File: config.mk
export PLATFORM = sky130hd
export DESIGN_NAME = led_panel_framebuffer_scan
export DESIGN_NICKNAME = d
export VERILOG_FILES = /design/src/design/lpfs_pkg.sv /design/src/design/led_panel_framebuffer_scan.sv /design/src/design/lpfs_draw_store.sv /design/src/design/lpfs_show_store.sv /design/src/design/lpfs_scan_ctrl.sv
export SDC_FILE = /design/constraint.sdc
export NUM_CORES = 2
export LEC_CHECK = 0
export ABC_CLOCK_PERIOD_IN_PS = 18700
export BUFFER_PORTS_ARGS = -buffer_cell sky130_fd_sc_hd__buf_4
export CELL_PAD_IN_SITES_DETAIL_PLACEMENT = 0
export CELL_PAD_IN_SITES_GLOBAL_PLACEMENT = 1
export CORE_MARGIN = 4
export CORE_UTILIZATION = 40
export CTS_CLUSTER_SIZE = 25
export DETAILED_ROUTE_END_ITERATION = 16
export GPL_ROUTABILITY_DRIVEN = 0
export PLACE_DENSITY = 0.61
export RECOVER_POWER = 25
export SLEW_MARGIN = 10
export SYNTH_ARGS = -nofsm -noshare
export SYNTH_HDL_FRONTEND = slang
export SYNTH_HIERARCHICAL = 1
export SYNTH_SLANG_ARGS = --single-unit
File: constraint.sdc
create_clock -name clk -period 18.7 [get_ports clk]
set_input_delay 2.805 -clock clk [delete_from_list [all_inputs] [get_ports clk]]
set_output_delay 2.805 -clock clk [all_outputs]
set_load 0.005 [all_outputs]
File: src/design/lpfs_pkg.sv
// Package for the LED panel frame store and scanner.
// Holds geometry constants, opcodes, FSM states and the request and result structs.
// No dependencies.
package lpfs_pkg;

	localparam int COLUMNS   = 32;
	localparam int HALF_ROWS = 8;
	localparam int DEPTH     = COLUMNS * HALF_ROWS;
	localparam int ADDR_W    = (DEPTH > 1) ? $clog2(DEPTH) : 1;
	localparam int COL_W     = (COLUMNS > 1) ? $clog2(COLUMNS) : 1;
	localparam int HROW_W    = (HALF_ROWS > 1) ? $clog2(HALF_ROWS) : 1;
	localparam int YROW_W    = $clog2(2 * HALF_ROWS);
	localparam int ROW_W     = 3;
	localparam int RGB_W     = 3;
	localparam int ENTRY_W   = 2 * RGB_W;

	typedef enum logic [1:0] {
		OP_PIXEL   = 2'd0,
		OP_FILL    = 2'd1,
		OP_PRESENT = 2'd2,
		OP_SCAN    = 2'd3
	} op_t;

	localparam logic KIND_SHIFT = 1'b0;
	localparam logic KIND_LATCH = 1'b1;

	typedef enum logic [1:0] {
		ST_IDLE,
		ST_COPY,
		ST_SHIFT,
		ST_LATCH
	} state_t;

	typedef struct packed {
		logic              vld;
		logic [ADDR_W-1:0] addr;
		logic              half;
		logic [RGB_W-1:0]  color;
	} pix_req_t;

	typedef struct packed {
		logic              en;
		logic [ADDR_W-1:0] addr;
	} rd_req_t;

	typedef struct packed {
		logic               en;
		logic [ADDR_W-1:0]  addr;
		logic [ENTRY_W-1:0] data;
	} wr_req_t;

	typedef struct packed {
		logic             strobe;
		logic             kind;
		logic [RGB_W-1:0] top_rgb;
		logic [RGB_W-1:0] bottom_rgb;
		logic [ROW_W-1:0] row_address;
		logic             frame_end;
		logic             last;
	} res_t;

endpackage

File: src/design/led_panel_framebuffer_scan.sv
// Top level of the double-buffered LED panel frame store and row scanner.
// Instantiates lpfs_draw_store, lpfs_show_store and lpfs_scan_ctrl; uses lpfs_pkg.
//
// channel   direction  handshake               payload
// command   in         start & !busy           opcode, pos_x, pos_y, color
// result    out        strobe, one cycle each  kind, top_rgb, bottom_rgb,
//                                              row_address, frame_end, last
//
// Pixel write and fill: a new word every cycle, busy stays low.
// Present: busy while the DEPTH entries are copied, one entry per cycle over the draw RAM port.
// Scan: busy while the row is shifted out and latched; results pass the state, display
// RAM read and result registers and come one per cycle, paced by the display RAM read port.
// Reset leaves both stores black and the row counter at zero; no clearing pass.
// Results cannot be stalled; the strobe marks each one for a single cycle.
module led_panel_framebuffer_scan (
	input  logic                              clk,
	input  logic                              arst_n,
	input  logic                              start,
	output logic                              busy,
	input  logic [1:0]                        opcode,
	input  logic signed [15:0]                pos_x,
	input  logic signed [15:0]                pos_y,
	input  logic [lpfs_pkg::RGB_W-1:0]        color,
	output logic                              strobe,
	output logic                              kind,
	output logic [lpfs_pkg::RGB_W-1:0]        top_rgb,
	output logic [lpfs_pkg::RGB_W-1:0]        bottom_rgb,
	output logic [lpfs_pkg::ROW_W-1:0]        row_address,
	output logic                              frame_end,
	output logic                              last
);
	import lpfs_pkg::*;

	logic               accept;
	op_t                op;
	logic               on_panel;
	logic [YROW_W-1:0]  y_lo;
	logic               half;
	logic [HROW_W-1:0]  y_row;
	pix_req_t           pix;
	rd_req_t            draw_rd;
	rd_req_t            show_rd;
	wr_req_t            show_wr;
	logic [ENTRY_W-1:0] draw_data;
	logic [ENTRY_W-1:0] show_data;
	res_t               res;

	assign accept = start && !busy;
	assign op     = op_t'(opcode);

	assign on_panel = !pos_x[15] && (pos_x < 16'(COLUMNS))
	                  && !pos_y[15] && (pos_y < 16'(2 * HALF_ROWS));
	assign y_lo  = pos_y[YROW_W-1:0];
	assign half  = ({1'b0, y_lo} >= (YROW_W + 1)'(HALF_ROWS));
	assign y_row = half ? HROW_W'(y_lo - YROW_W'(HALF_ROWS)) : HROW_W'(y_lo);

	always_comb begin
		pix.vld   = accept && op == OP_PIXEL && on_panel;
		pix.addr  = ADDR_W'(y_row) * ADDR_W'(COLUMNS) + ADDR_W'(pos_x[COL_W-1:0]);
		pix.half  = half;
		pix.color = color;
	end

	lpfs_draw_store u_draw (
		.clk        (clk),
		.arst_n     (arst_n),
		.pix        (pix),
		.fill_en    (accept && op == OP_FILL),
		.fill_color (color),
		.sweep      (draw_rd),
		.sweep_data (draw_data)
	);

	lpfs_show_store u_show (
		.clk    (clk),
		.arst_n (arst_n),
		.wr     (show_wr),
		.rd     (show_rd),
		.data   (show_data)
	);

	lpfs_scan_ctrl u_ctrl (
		.clk       (clk),
		.arst_n    (arst_n),
		.accept    (accept),
		.op        (op),
		.busy      (busy),
		.draw_rd   (draw_rd),
		.draw_data (draw_data),
		.show_wr   (show_wr),
		.show_rd   (show_rd),
		.show_data (show_data),
		.res       (res)
	);

	assign strobe      = res.strobe;
	assign kind        = res.kind;
	assign top_rgb     = res.top_rgb;
	assign bottom_rgb  = res.bottom_rgb;
	assign row_address = res.row_address;
	assign frame_end   = res.frame_end;
	assign last        = res.last;

	a_last_gap: assert property (@(posedge clk) disable iff (!arst_n)
		strobe && last |=> !strobe)
		else $error("result right after a row latch");

	a_shift_clean: assert property (@(posedge clk) disable iff (!arst_n)
		strobe && kind == KIND_SHIFT |-> !last && !frame_end && row_address == '0)
		else $error("shift word carries latch fields");

	a_frame_row: assert property (@(posedge clk) disable iff (!arst_n)
		strobe && frame_end |-> kind == KIND_LATCH && row_address == ROW_W'(HALF_ROWS - 1))
		else $error("frame end on wrong row");

endmodule

File: src/design/lpfs_draw_store.sv
// Drawing store: synchronous RAM with per-entry valid bits and a fill color.
// Pixel writes read, merge and write back with forwarding of the last write.
// Depends on lpfs_pkg.
module lpfs_draw_store (
	input  logic                       clk,
	input  logic                       arst_n,
	input  lpfs_pkg::pix_req_t         pix,
	input  logic                       fill_en,
	input  logic [lpfs_pkg::RGB_W-1:0] fill_color,
	input  lpfs_pkg::rd_req_t          sweep,
	output logic [lpfs_pkg::ENTRY_W-1:0] sweep_data
);
	import lpfs_pkg::*;

	logic [ENTRY_W-1:0] mem [DEPTH];
	logic [DEPTH-1:0]   vld_q;
	logic [RGB_W-1:0]   fill_q;
	logic [ENTRY_W-1:0] rdata_s1;
	pix_req_t           pix_s1;
	logic [ADDR_W-1:0]  sweep_addr_s1;
	logic               fwd_vld_q;
	logic [ADDR_W-1:0]  fwd_addr_q;
	logic [ENTRY_W-1:0] fwd_data_q;
	logic [ADDR_W-1:0]  rd_addr;
	logic [ENTRY_W-1:0] base;
	logic [ENTRY_W-1:0] merged;

	assign rd_addr = sweep.en ? sweep.addr : pix.addr;

	always_ff @(posedge clk) begin
		rdata_s1 <= mem[rd_addr];
		sweep_addr_s1 <= sweep.addr;
		if (pix_s1.vld) begin
			mem[pix_s1.addr] <= merged;
		end
		fwd_addr_q <= pix_s1.addr;
		fwd_data_q <= merged;
	end

	always_comb begin
		if (fwd_vld_q && fwd_addr_q == pix_s1.addr) begin
			base = fwd_data_q;
		end else if (vld_q[pix_s1.addr]) begin
			base = rdata_s1;
		end else begin
			base = {fill_q, fill_q};
		end
		if (pix_s1.half) begin
			merged = {pix_s1.color, base[RGB_W-1:0]};
		end else begin
			merged = {base[ENTRY_W-1:RGB_W], pix_s1.color};
		end
	end

	assign sweep_data = vld_q[sweep_addr_s1] ? rdata_s1 : {fill_q, fill_q};

	always_ff @(posedge clk or negedge arst_n) begin
		if (!arst_n) begin
			vld_q     <= '0;
			fill_q    <= '0;
			pix_s1    <= '0;
			fwd_vld_q <= 1'b0;
		end else begin
			pix_s1    <= pix;
			fwd_vld_q <= pix_s1.vld && !fill_en;
			if (fill_en) begin
				vld_q  <= '0;
				fill_q <= fill_color;
			end else if (pix_s1.vld) begin
				vld_q[pix_s1.addr] <= 1'b1;
			end
		end
	end

endmodule

File: src/design/lpfs_show_store.sv
// Display store: synchronous RAM written by the copy sweep, read by the scan.
// Reads as black until the first copy lands. Depends on lpfs_pkg.
module lpfs_show_store (
	input  logic                         clk,
	input  logic                         arst_n,
	input  lpfs_pkg::wr_req_t            wr,
	input  lpfs_pkg::rd_req_t            rd,
	output logic [lpfs_pkg::ENTRY_W-1:0] data
);
	import lpfs_pkg::*;

	logic [ENTRY_W-1:0] mem [DEPTH];
	logic [ENTRY_W-1:0] rdata_s1;
	logic               loaded_q;

	always_ff @(posedge clk) begin
		if (wr.en) begin
			mem[wr.addr] <= wr.data;
		end
		if (rd.en) begin
			rdata_s1 <= mem[rd.addr];
		end
	end

	always_ff @(posedge clk or negedge arst_n) begin
		if (!arst_n) begin
			loaded_q <= 1'b0;
		end else if (wr.en) begin
			loaded_q <= 1'b1;
		end
	end

	assign data = loaded_q ? rdata_s1 : '0;

endmodule

File: src/design/lpfs_scan_ctrl.sv
// Sequencer for the present copy sweep and the row scan, with result register.
// Drives the read ports of both stores and the display store write port.
// Depends on lpfs_pkg.
module lpfs_scan_ctrl (
	input  logic                         clk,
	input  logic                         arst_n,
	input  logic                         accept,
	input  lpfs_pkg::op_t                op,
	output logic                         busy,
	output lpfs_pkg::rd_req_t            draw_rd,
	input  logic [lpfs_pkg::ENTRY_W-1:0] draw_data,
	output lpfs_pkg::wr_req_t            show_wr,
	output lpfs_pkg::rd_req_t            show_rd,
	input  logic [lpfs_pkg::ENTRY_W-1:0] show_data,
	output lpfs_pkg::res_t               res
);
	import lpfs_pkg::*;

	state_t            state_q, state_d;
	logic [ADDR_W-1:0] cnt_q, cnt_d;
	logic [COL_W-1:0]  col_q, col_d;
	logic [ROW_W-1:0]  row_q, row_d;
	logic [ROW_W-1:0]  scan_row_q, scan_row_d;
	logic              lat_d;
	logic              copy_s1;
	logic [ADDR_W-1:0] copy_addr_s1;
	logic              shift_s1;
	logic              lat_s1;
	logic [ROW_W-1:0]  lat_row_s1;
	res_t              res_q;

	always_comb begin
		state_d    = state_q;
		cnt_d      = cnt_q;
		col_d      = col_q;
		row_d      = row_q;
		scan_row_d = scan_row_q;
		lat_d      = 1'b0;
		draw_rd    = '0;
		show_rd    = '0;
		case (state_q)
			ST_IDLE: begin
				if (accept && op == OP_PRESENT) begin
					cnt_d   = '0;
					state_d = ST_COPY;
				end else if (accept && op == OP_SCAN) begin
					row_d   = ({1'b0, scan_row_q} < 4'(HALF_ROWS)) ? scan_row_q : '0;
					col_d   = '0;
					state_d = ST_SHIFT;
				end
			end
			ST_COPY: begin
				draw_rd.en   = 1'b1;
				draw_rd.addr = cnt_q;
				if (cnt_q == ADDR_W'(DEPTH - 1)) begin
					state_d = ST_IDLE;
				end else begin
					cnt_d = cnt_q + 1'b1;
				end
			end
			ST_SHIFT: begin
				show_rd.en   = 1'b1;
				show_rd.addr = ADDR_W'(row_q) * ADDR_W'(COLUMNS) + ADDR_W'(col_q);
				if (col_q == COL_W'(COLUMNS - 1)) begin
					state_d = ST_LATCH;
				end else begin
					col_d = col_q + 1'b1;
				end
			end
			ST_LATCH: begin
				lat_d      = 1'b1;
				scan_row_d = (row_q == ROW_W'(HALF_ROWS - 1)) ? '0 : row_q + 1'b1;
				state_d    = ST_IDLE;
			end
			default: begin
				state_d = ST_IDLE;
			end
		endcase
	end

	always_ff @(posedge clk or negedge arst_n) begin
		if (!arst_n) begin
			state_q    <= ST_IDLE;
			cnt_q      <= '0;
			col_q      <= '0;
			row_q      <= '0;
			scan_row_q <= '0;
			copy_s1    <= 1'b0;
			shift_s1   <= 1'b0;
			lat_s1     <= 1'b0;
			res_q      <= '0;
		end else begin
			state_q    <= state_d;
			cnt_q      <= cnt_d;
			col_q      <= col_d;
			row_q      <= row_d;
			scan_row_q <= scan_row_d;
			copy_s1    <= draw_rd.en;
			shift_s1   <= show_rd.en;
			lat_s1     <= lat_d;
			if (shift_s1) begin
				res_q <= '{strobe: 1'b1, kind: KIND_SHIFT,
					top_rgb: show_data[RGB_W-1:0],
					bottom_rgb: show_data[ENTRY_W-1:RGB_W],
					row_address: '0, frame_end: 1'b0, last: 1'b0};
			end else if (lat_s1) begin
				res_q <= '{strobe: 1'b1, kind: KIND_LATCH,
					top_rgb: '0, bottom_rgb: '0,
					row_address: lat_row_s1,
					frame_end: (lat_row_s1 == ROW_W'(HALF_ROWS - 1)),
					last: 1'b1};
			end else begin
				res_q <= '0;
			end
		end
	end

	always_ff @(posedge clk) begin
		copy_addr_s1 <= draw_rd.addr;
		lat_row_s1   <= row_q;
	end

	assign busy    = (state_q != ST_IDLE);
	assign show_wr = '{en: copy_s1, addr: copy_addr_s1, data: draw_data};
	assign res     = res_q;

endmodule
* Yosys cells after proc, flatten, opt, wreduce, memory -nomap -nowiden
Memory sizes are Yosys's and may differ from the RTL's. A register that Yosys moved wholly into a read port is not among the register bits. Index checks and enable logic that the tools add are counted.
Word-level totals: output and inout port bits 14, input bits 40, bits in writable memories 3072, word-level logic and storage cells 125, bits in registers 336, memories kept 2
Cells by class: equal/unequal tests 19, bitwise logic cells 2, magnitude comparators 6, reductions and logical operators 26, add/subtract/negate cells 6, mux-type cells 37
Memory list:
- u_draw.mem | depth 256, bits a word 6, rd ports 1, clocked after Yosys merged registers in 1, wr ports 1, RTL line lpfs_draw_store.sv:15 | logic [ENTRY_W-1:0] mem [DEPTH];
- u_show.mem | depth 256, bits a word 6, rd ports 1, clocked after Yosys merged registers in 1, wr ports 1, RTL line lpfs_show_store.sv:12 | logic [ENTRY_W-1:0] mem [DEPTH];
Operator list (number):
- 2-to-1 mux 256 bit | 2
- OR 256 bit | 1
- 2-to-1 mux 6 bit | 5
- 2-to-1 mux 13 bit | 2
- 2-to-1 mux 8 bit | 3
- less-than comparator 8 x 9 -> 1 bit (second input constant) | 2
- 2-to-1 mux 9 bit | 2
- adder 8 x 5 -> 8 bit | 2
- binary-select mux 1 bit (select 8 bit) | 2
- less-than comparator 16 x 6 -> 1 bit (second input constant) | 1
- less-than comparator 16 x 7 -> 1 bit (second input constant) | 1
- case mux 8 bit (2 select lines) | 1
- 2-to-1 mux 5 bit | 3
- logical AND 1 bit | 12
- case mux 5 bit (2 select lines) | 1
- AND reduction 3 bit | 3
- adder 8 x 1 -> 8 bit (second input constant) | 1
- demux 1 bit (select 8 bit) | 1
- equality test 2 bit (second input constant) | 4
- equality test 8 bit | 1
- equality test 8 bit (second input constant) | 1
- >= comparator 8 x 1 -> 1 bit (second input constant) | 1
- 2-to-1 mux 1 bit | 8
- 2-to-1 mux 2 bit | 4
- 17 further kinds | 32

* Logic depth before layout (Yosys ltp)
word-level depth 7, depth in mapped cells 17, gate-level depth less buffers 11

* Hierarchy
The synthesis kept the hierarchy.
By module, submodules not included:
- lpfs_draw_store | instances 1, cells each 4372, seq. area each 53516.3 um^2, area an instance 74345.1 um^2
- lpfs_show_store | instances 1, cells each 2926, seq. area each 46329.4 um^2, area an instance 60376.7 um^2
- lpfs_scan_ctrl | instances 1, cells each 163, seq. area each 1121.1 um^2, area an instance 1915.6 um^2
- led_panel_framebuffer_scan | instances 1, cells each 13, seq. area each 0.0 um^2, area an instance 93.8 um^2

* Worst setup path before layout
No wires, ideal clock.
kind register -> register, from reg u_draw/pix_s1[5] in the netlist's numbering, to mem u_draw/mem[0][4] in the netlist's numbering, data pin, period minus slack after synthesis 15303 ps, stages on the path, launching flop included 10, arrival time 12994 ps, setup slack 3397 ps, path through dfrtp_1 buf_2 buf_2 buf_4 mux4_2 a22oi_1 a31oi_1 o311ai_0 a32oi_2 a221oi_1
Between the ends: word-level cells in the longest chain between the ends 5
Ends and longest elaborated chain:
- start: declaration | RTL line lpfs_draw_store.sv:19 | pix_req_t pix_s1;
- start signal: assignment | RTL line lpfs_draw_store.sv:64 | pix_s1 <= pix;
- binary-select mux 1 bit (select 8 bit) | RTL line lpfs_draw_store.sv:43 | end else if (vld_q[pix_s1.addr]) begin
- 2-to-1 mux 1 bit (implied by the code) | RTL line lpfs_draw_store.sv:43
- 2-to-1 mux 6 bit | RTL line lpfs_draw_store.sv:43
- 2-to-1 mux 6 bit * | RTL line lpfs_draw_store.sv:41 | if (fwd_vld_q && fwd_addr_q == pix_s1.addr) begin
- 2-to-1 mux 6 bit * | RTL line lpfs_draw_store.sv:48 | if (pix_s1.half) begin
- via u_draw.merged[4] | RTL line lpfs_draw_store.sv:26 | logic [ENTRY_W-1:0] merged;
- end: declaration | RTL line lpfs_draw_store.sv:15
Mark *: on every way through the listed nets, which the timed path passes. The rest lies on a longest branch. The select of a mux whose other input is x is not followed.

* Worst setup path after layout
from reg u_draw/pix_s1[4] in the netlist's numbering, to mem u_draw/mem[243][3] in the netlist's numbering, data pin
Same word-level chain as after synthesis.

==> qor.log <==
INFO  detailed_routing wire_per_inst=30.49um
INFO  sta            final.setup.tns=0ns
INFO  cts            cts.path.max_buffers=4
INFO  worst_hold_path worst_min_delay_path_endpoint=u_ctrl/res[2]$_DFF_PN0_
INFO  critical_path  worst_path_dominant_cell_family=buffers and inverters
INFO  detailed_routing num_vias=72500
INFO  status         run_status=finished with violations
INFO  yosys          yosys_warnings=6
INFO  critical_path  worstPathBufferInverterCount=3
INFO  placed_design  placed_cells=11730
INFO  cells_and_area area.growth.synth_to_final=12.51%
INFO  cells_and_area final.fill_count=29100
INFO  sta            timing.clock.skew=0.08513ns
INFO  power_and_ir_drop leakage=49.50nW
INFO  placed_design  placed_cell_area=142200squm
INFO  worst_hold_path worst_hold_path.num_cells=1
INFO  global_route   grt_use_total=0.2122
INFO  global_route   grt.overflow.total=0
INFO  yosys          synth_area_per_cell=18.29squm
INFO  cts            tritoncts=yes
INFO  cts            htree_num_levels=5
INFO  sta            finalHoldWorstSlack=0.4668ns
INFO  placed_design  detailed_place_hpwl=231300um
INFO  critical_path  worst_setup_path_end_kind=flop
INFO  power_and_ir_drop power.density_cell_area=130.4nW/um^2
INFO  placed_design  place.port_buffers=53
INFO  yosys          synth.distinct_cells=75
INFO  sta            slew_violations=461
INFO  sta            setup_viol=0
INFO  detailed_routing finalWirelength=377900um
INFO  critical_path  cp-start-kind=flop
INFO  critical_path  cp.arrival=9.49ns
INFO  cts            clock_net_sink_count=3427
INFO  cells_and_area final_design_area_excluding_fillers=153800squm
INFO  critical_path  r2r-end=u_draw/mem[243][3]$_DFFE_PP_
INFO  cts            cts_bufs_inserted=362
INFO  yosys          synth_enable_flop_cells=3078
INFO  die            placementRows=214
INFO  die            die_height=592.7um
INFO  worst_hold_path hold_path_class=flop to flop
INFO  yosys          count_of_state_elements_after_synthesis=3427
INFO  die            i_o_pin_total=54
INFO  yosys          async_flop_share=0.09046
INFO  cells_and_area layout_commonest_cell=sky130_fd_sc_hd__edfxtp_1
INFO  die            floorplan.core_area=340100squm
INFO  detailed_routing final_antenna_net_count=0
INFO  critical_path  r2r_start=u_draw/pix_s1[4]$_DFF_PN0_
INFO  sta            max_freq=0.1122GHz
INFO  critical_path  timing_worst_setup_path_type=flop to flop
INFO  critical_path  cp_max_fo=78
INFO  sta            period_share=0.4768
INFO  die            die_x=592.7um
INFO  cells_and_area number_of_standard_cells_in_the_final_layout_excluding_fillers=12400
INFO  critical_path  rr_worst_depth=11
INFO  die            design.die.area=351200squm
INFO  global_route   grt_pass1_vias=72430
INFO  cells_and_area post_route_cells_drive_above_1_share=0.1875
INFO  cells_and_area design.final.nets=7598
INFO  cts            post_cts_buffers=0
INFO  sta            rsz_0062_raised_after_global_routing=false
INFO  sta            max-slew-margin-rel=-1.520
INFO  global_route   grt_first_pass_wirelength=542900um
INFO  detailed_routing drt_drc_violations_left=0
INFO  cts            number_of_buffers_inserted_for_hold_repair_after_clock_tree_synthesis=0
INFO  sta            pin_slew_with_the_least_headroom_to_its_limit=3.780ns
INFO  cells_and_area most_frequent_cells_in_the_layout=sky130_fd_sc_hd__edfxtp_1, sky130_fd_sc_hd__nor2_1, sky130_fd_sc_hd__mux4_2
INFO  critical_path  worst_ep_required_time=19.28ns
INFO  critical_path  critPathMaxStageDelay=1.80ns
INFO  critical_path  register_to_register_path_setup_slack=9.78ns
INFO  sta            timing_hold_violations_final=0
INFO  cts            cts.reportedPaths.clkPinSlew=0.06ns
INFO  global_route   grt_start_max_net_pins=170
INFO  cts            clock_tree.root_cell=sky130_fd_sc_hd__clkbuf_16
INFO  cts            post_cts.resized_instances=0
INFO  yosys          synth-main-ff-cell=sky130_fd_sc_hd__edfxtp_1
INFO  power_and_ir_drop irDropWorstVdd=0.09037mV
INFO  yosys          synth_seq_area_share=0.7384
INFO  run            drv.max_cap_violation_count=21
INFO  worst_hold_path hp-start=u_ctrl/lat_row_s1[0]$_DFF_P_
INFO  yosys          syn_area=136700squm
INFO  detailed_routing viasPerCell=5.849
INFO  critical_path  cell_occurring_most_often_along_the_worst_timing_path=sky130_fd_sc_hd__buf_4
INFO  critical_path  crit_path_top_delay_cell=sky130_fd_sc_hd__dfrtp_1
INFO  cts            clock_insertion_delay_worst_skew=0.94ns
INFO  sta            timing.final.crit_period=8.916ns
INFO  yosys          synthesis.nets=7519
INFO  detailed_routing drt_iter0_markers=7977
INFO  die            initial_core_util=0.4021
INFO  global_route   antenna_violations_before_repair=20
INFO  status         violations=max-capacitance violations, max-slew violations
INFO  detailed_routing drtPass1Iterations=5
INFO  critical_path  path_cells=clkbuf_1 > mux4_2 > a22o_1 > a21oi_1 > o221ai_1 > o311ai_0 > a32oi_2 > mux2i_1 > a31oi_4 > buf_4 > buf_4
INFO  yosys          number_of_cells_produced_by_synthesis=7474
## flip-flops by register name, indices dropped and copies added, names as in the netlist, 5 cells and up
register / flops
u_show/mem: 1536
u_ctrl/res: 12
u_ctrl/cnt_q: 8
u_draw/vld_q: 256
u_show/rdata_s1: 6
u_ctrl/col_q: 5
u_draw/fwd_data_q: 6
u_draw/fwd_addr_q: 8
u_draw/rdata_s1: 6
u_draw/pix_s1: 13
u_ctrl/copy_addr_s1: 8
u_draw/mem: 1536
u_draw/sweep_addr_s1: 8
## kinds of logic after synthesis
logic type	count (synthesis)	synth area share
xor+xnor	8	0.0005125
mux	1309	0.1576
simple gates	1454	0.04476
compound gates	777	0.04169
flops	3427	0.7384
buf+inv	494	0.01659
fa+ha+maj	5	0.0004575
## per-stage QoR
step / power, mW / utilization / worst slack [ns]
after floorplan: 11.85 / - / 3.397
after global placement: 13.04 / 0.4180 / 10.86
after detailed placement: 13.12 / 0.4180 / 10.82
after CTS: 20.27 / 0.4529 / 11.25
after global routing: 20.79 / 0.4523 / 9.177
final: 20.06 / 0.4524 / 9.784
## worst max-delay path by stage
stage,startpoint,to,cells after the start
after floorplan,u_draw/pix_s1[5]$_DFF_PN0_,u_draw/mem[0][4]$_DFFE_PP_,9
after global placement,pos_x[0],u_draw/rdata_s1[5]$_DFF_P_,11
after detailed placement,pos_x[0],u_draw/rdata_s1[5]$_DFF_P_,11
after CTS,u_ctrl/state_q[1]$_DFFE_PN0P_,u_show/rdata_s1[0]$_DFFE_PP_,14
after global routing,arst_n,u_ctrl/res[4]$_DFF_PN0_,3
final,u_draw/pix_s1[4]$_DFF_PN0_,u_draw/mem[243][3]$_DFFE_PP_,11
## synthesized netlist by cell type (all sizes together) (108+ instances only)
cell | number | area (sq um)
o22ai | 153 | 957.2
dfrtp | 310 | 7757
mux2i | 605 | 6060
nand2 | 108 | 405.4
mux4 | 671 | 15110
nor3 | 125 | 625.6
a21oi | 123 | 615.6
buf | 194 | 1142
edfxtp | 3078 | 92430
clkbuf | 284 | 1066
o221ai | 284 | 2487
nor2 | 1014 | 3806
## report_power, final
group	internal (mW)	switching [mW]	total, mW	leakage [nW]
Clock	4.16	2.99	7.15	5.78
Combinational	1.03	2.40	3.42	11.3
Sequential	9.34	0.144	9.49	32.4
## metal layers
metal	global-route usage	wire length [um]	part of all wire	up-vias
li1	-	-	-	30380
met1	0.3066	162600	0.43	38920
met2	0.3369	178500	0.47	2650
met3	0.03906	27630	0.073	538
met4	0.04736	9146	0.024	8
met5	0	54	0.00014	-
## cell type report
class,count,area (sq um),share of cell area
sequential,3427,101000,0.6564
timing repair buffer,193,1399,0.009093
inverter,16,61.31,0.0003985
tap,4536,5675,0.03689
clock inverter,193,2068,0.01344
clock buffer,470,9779,0.06357
antenna,8,20.02,0.0001301
multi-input combinational,3553,33850,0.2201
(Power assumes the default switching activity.)
